==> src/sumix_pkg.sv <==
`timescale 1ns / 1ps
package sumix_pkg;
    localparam int NCH = 8;
    localparam logic [3:0] CNT_STEREO = 4'd2;
    localparam logic [3:0] CNT_SURR = 4'd5;
    localparam logic [3:0] CNT_FULL = 4'd8;
    localparam logic [2:0] REG_GF = 3'd0;
    localparam logic [2:0] REG_GR = 3'd1;
    localparam logic [2:0] REG_MAP = 3'd2;
    localparam logic [2:0] REG_SPK = 3'd3;
    localparam logic [2:0] REG_DLY = 3'd4;
    localparam logic [1:0] MODE_STEREO = 2'd0;
    localparam logic [1:0] MODE_SURR = 2'd1;
    localparam logic [1:0] MODE_FULL = 2'd2;
endpackage

==> src/sumix_front.sv <==
`timescale 1ns / 1ps
module sumix_front
    import sumix_pkg::*;
#(
    parameter int SB = 24
)
(
    input  logic                clk,
    input  logic                rst_n,
    input  logic [NCH*SB-1:0]   in_data,
    input  logic [3:0]          in_count,
    input  logic                in_valid,
    output logic                in_ready,
    output logic [NCH*SB-1:0]   q_data,
    output logic [1:0]          q_mode,
    output logic                q_valid,
    input  logic                q_ready
);
    logic [NCH*SB-1:0] d0_reg, d1_reg;
    logic [1:0] m0_reg, m1_reg;
    logic [1:0] cnt_reg;
    logic rd_reg, wr_reg;
    logic ok, push, pop;
    logic [1:0] mode;

    always_comb
    begin
        mode = MODE_STEREO;
        ok = 1'b1;
        case (in_count)
            CNT_STEREO: mode = MODE_STEREO;
            CNT_SURR: mode = MODE_SURR;
            CNT_FULL: mode = MODE_FULL;
            default: ok = 1'b0;
        endcase
    end

    assign in_ready = (cnt_reg != 2'd2);
    assign push = in_valid && in_ready && ok;
    assign q_valid = (cnt_reg != 2'd0);
    assign pop = q_valid && q_ready;
    assign q_data = rd_reg ? d1_reg : d0_reg;
    assign q_mode = rd_reg ? m1_reg : m0_reg;

    always_ff @(posedge clk)
    begin
        if (push && !wr_reg)
        begin
            d0_reg <= in_data;
            m0_reg <= mode;
        end
        if (push && wr_reg)
        begin
            d1_reg <= in_data;
            m1_reg <= mode;
        end
    end

    always_ff @(posedge clk or negedge rst_n)
    begin
        if (!rst_n)
        begin
            cnt_reg <= 2'd0;
            rd_reg <= 1'b0;
            wr_reg <= 1'b0;
        end
        else
        begin
            if (push) wr_reg <= !wr_reg;
            if (pop) rd_reg <= !rd_reg;
            cnt_reg <= cnt_reg + {1'b0, push} - {1'b0, pop};
        end
    end
endmodule

==> config.mk <==
export PLATFORM = sky130hd
export DESIGN_NAME = sumix_front
export DESIGN_NICKNAME = d
export VERILOG_FILES = /design/src/sumix_pkg.sv /design/src/sumix_front.sv
export SDC_FILE = /design/constraint.sdc
export NUM_CORES = 1
export LEC_CHECK = 0
export ABC_AREA = 1
export CORE_ASPECT_RATIO = 0.9
export CORE_MARGIN = 3
export CORE_UTILIZATION = 38
export CTS_BUF_LIST = sky130_fd_sc_hd__clkbuf_8
export DETAILED_ROUTE_END_ITERATION = 16
export DONT_BUFFER_PORTS = 1
export GPL_TIMING_DRIVEN = 0
export PLACE_DENSITY_LB_ADDON = 0.15
export SYNTH_ARGS = -nofsm -noshare
export SYNTH_HDL_FRONTEND = slang
export SYNTH_SLANG_ARGS = --single-unit
==> constraint.sdc <==
create_clock -name clk -period 10.9 [get_ports clk]
set_input_delay 1.09 -clock clk [delete_from_list [all_inputs] [get_ports clk]]
set_output_delay 1.09 -clock clk [all_outputs]
set_load 0.03 [all_outputs]
==> qor.yml <==
outcome:
  run_status: "completed"
finish:
  syn2layout_area_growth_pct: 13.30
  most_common_cell_after_layout_fill_and_taps_aside: "sky130_fd_sc_hd__nand2_1"
  layout-drive-gt1-share: 0.1125
  post-route-util: 0.4374
  final_nets: 1328
  post-route-cell-area_mm2: 0.01635
  num-fill-cells: 3335
  mostFrequentLayoutCells: "591 x sky130_fd_sc_hd__nand2_1, 388 x sky130_fd_sc_hd__edfxtp_1, 71 x sky130_fd_sc_hd__clkbuf_8"
  layoutNonFillerInstCount: 1649
logic_synthesis:
  synth-simple-area-share: 0.1559
  synth-adder-area-share: 0.001734
  synth_top_family_by_area: "simple AND/OR/NAND/NOR gates"
  synth-compound-area-share: 0.0005201
  yosys_register_bits: 392
  syn-instance-count: 1049
  post_synth_mux_area_share: 0
  ys.warnings.count: 0
  sequential_element_share_of_the_synthesized_area: 0.8141
  post_synth.cell_area_avg_um2: 13.76
  post_synth_xor_area_fraction: 0.001820
  synth.net_count: 1251
  synth_area_mm2: 0.01444
  yosys.cell_types.count: 15
sta:
  maxClockFrequency_mhz: 328.3
  final.period_utilization: 0.2794
  timing.final.crit_period_ns: 3.046
  fin_hold_ws_ns: 0.1997
  rsz_0062_raised_after_global_routing: "no"
  totalNegativeSetupSlack_ns: 0
  drv_slew: 0
  worst_slew_margin_rel: 0.5157
  finalSetupViolCount: 0
  worst-slew-pin-transition_ns: 0.7264
  postLayoutSetupSlackWorst_ns: 7.854
  clock-skew-final_ns: 0.02072
  finalHoldViolations: 0
pwr:
  worst_case_vdd_ir_drop_v: 0.0001205
  total_power_mw: 4.409
  p_leak_nw: 6.313
  power_per_cell_area_mw_per_mm2: 269.6
worst_setup_path:
  cp_max_fo: 10
  worst_setup_path_end_kind: "primary output"
  crit_required_ns: 9.81
  slowest_stage: "sky130_fd_sc_hd__dfrtp_1"
  critPathKind: "flip-flop to primary output"
  crit_path_cell_trace: "buf_4 > inv_4 > buf_6 > buf_6 > nand2_1 > nand2_1"
  timing.critical_path.arrival_ns: 1.96
  startpoint_type: "flip-flop"
  worst_path_largest_cell_delay_ns: 0.35
worst_hold_path:
  worstHoldPathType: "input port to async pin"
route:
  drt_pre_antenna_iters: 4
  num_vias: 7685
  drt.antenna.violating_nets: 0
  avgViaCountPerCell: 4.660
  detail_route.drc_violations: 0
  wire_per_inst_um: 20.57
  route.final.wire_length_um: 33920
  detailedRoute.firstIterationViolations: 446
placement:
  hpwlAfterDp_um: 22900
  dpl_cell_area_mm2: 0.01522
  place_congestion: 0.6979
  placed_cells_incl_taps: 1540
  dpl_worst_slack_ns: 7.638
  buffer_ports.inserted: 0
clock_network:
  clk_pin_slew_ns: 0.06
  post_cts_resize_count: 0
  hold_buffers: 0
  cts_post_setup_buffers_inserted: 0
  cts_tree: "built"
  clock_tree.htree_level_count: 3
  clock_latency_ns: 0.58
  number_of_buffers_between_clock_root_and_the_deepest_sink: 3
  cts_inserted_buffers: 67
  clock-sinks: 392
  clk_root_buffer_cell: "sky130_fd_sc_hd__clkbuf_8"
die:
  die_x_um: 211.4
  ios: 396
  die_height_um: 190.9
  initial_core_util: 0.3861
  core_mm2: 0.03739
  row_count: 67
  floorplan.die_area_mm2: 0.04036
global_routing:
  grtUsageMet3: 0.1154
  grt.busiest_layer: "met2"
  groute.layer.met1.usage: 0.1755
  gr_met2_demand_resource: 0.2491
  grt_first_pass_wirelength_um: 48030
  gr-total-overflow: 0
  number_of_global_route_vias_before_repair: 7494
  track_usage: 0.1624
  antenna_violations_before_repair: 1
  pin_count_of_the_biggest_net_entering_global_routing: 106
flow_run:
  drv_cap: 0
critical path, delay by kind of cell, from the launching register on:
kind                   cells  cell delay (ns)
buffers and inverters      4             0.65
DFF                        1             0.35
and+or+nand+nor            2             0.37
layer usage:
layer / vias up / part of all wire
li1: 3701 / -
met1: 3604 / 0.36
met2: 322 / 0.46
met3: 56 / 0.15
met4: 2 / 0.026
met5: - / 0.00038
cells by family after synthesis:
kind of cell	after synthesis
xor gates and xnor gates	3
adders and majority gates	2
AOI/OAI and AO/OA	1
DFF	392
buffers and inverters	53
and+or+nand+nor	598
report_power, final:
part | total [mW] | internal (mW) | switching [mW]
registers | 1.77 | 1.75 | 0.0173
logic | 1.49 | 0.244 | 1.25
clock network | 1.15 | 0.593 | 0.552
final cells by class:
class | count | area (µm²) | share of cell area
clock inverters | 36 | 150.1 | 0.009181
multi-input cells | 604 | 2317 | 0.1417
clock buffers | 71 | 977.2 | 0.05975
diodes | 2 | 5.005 | 0.0003060
repair buffers | 8 | 167.7 | 0.01025
inverters | 10 | 47.55 | 0.002907
plain buffers | 43 | 334.1 | 0.02043
well taps | 483 | 604.3 | 0.03695
flip-flops and latches | 392 | 11750 | 0.7185
worst paths after layout:
check                           start           to  slack, ns  cells past startpoint
max reg2reg                cnt_reg[1]   d1_reg[94]       8.37                      6
min                             rst_n   cnt_reg[0]       0.20                      0
max in group asynchronous       rst_n       wr_reg      10.63                      0
min reg2reg                    wr_reg       wr_reg       0.50                      2
max                            rd_reg  q_data[125]       7.85                      6
min in group clk               wr_reg       wr_reg       0.50                      2
Yosys cell counts, drive strengths merged:
library cell | n | share of area
nand2 | 591 | 0.15
edfxtp | 388 | 0.81
buf | 43 | 0.023
inv | 10 | 0.0028
dfrtp | 4 | 0.0069
nand3 | 3 | 0.0010
nor2 | 3 | 0.00078
ha | 2 | 0.0017
xor2 | 2 | 0.0012
a21boi | 1 | 0.00052
nor4 | 1 | 0.00043
xnor2 | 1 | 0.00061
Power figures use the tool's default switching activity.
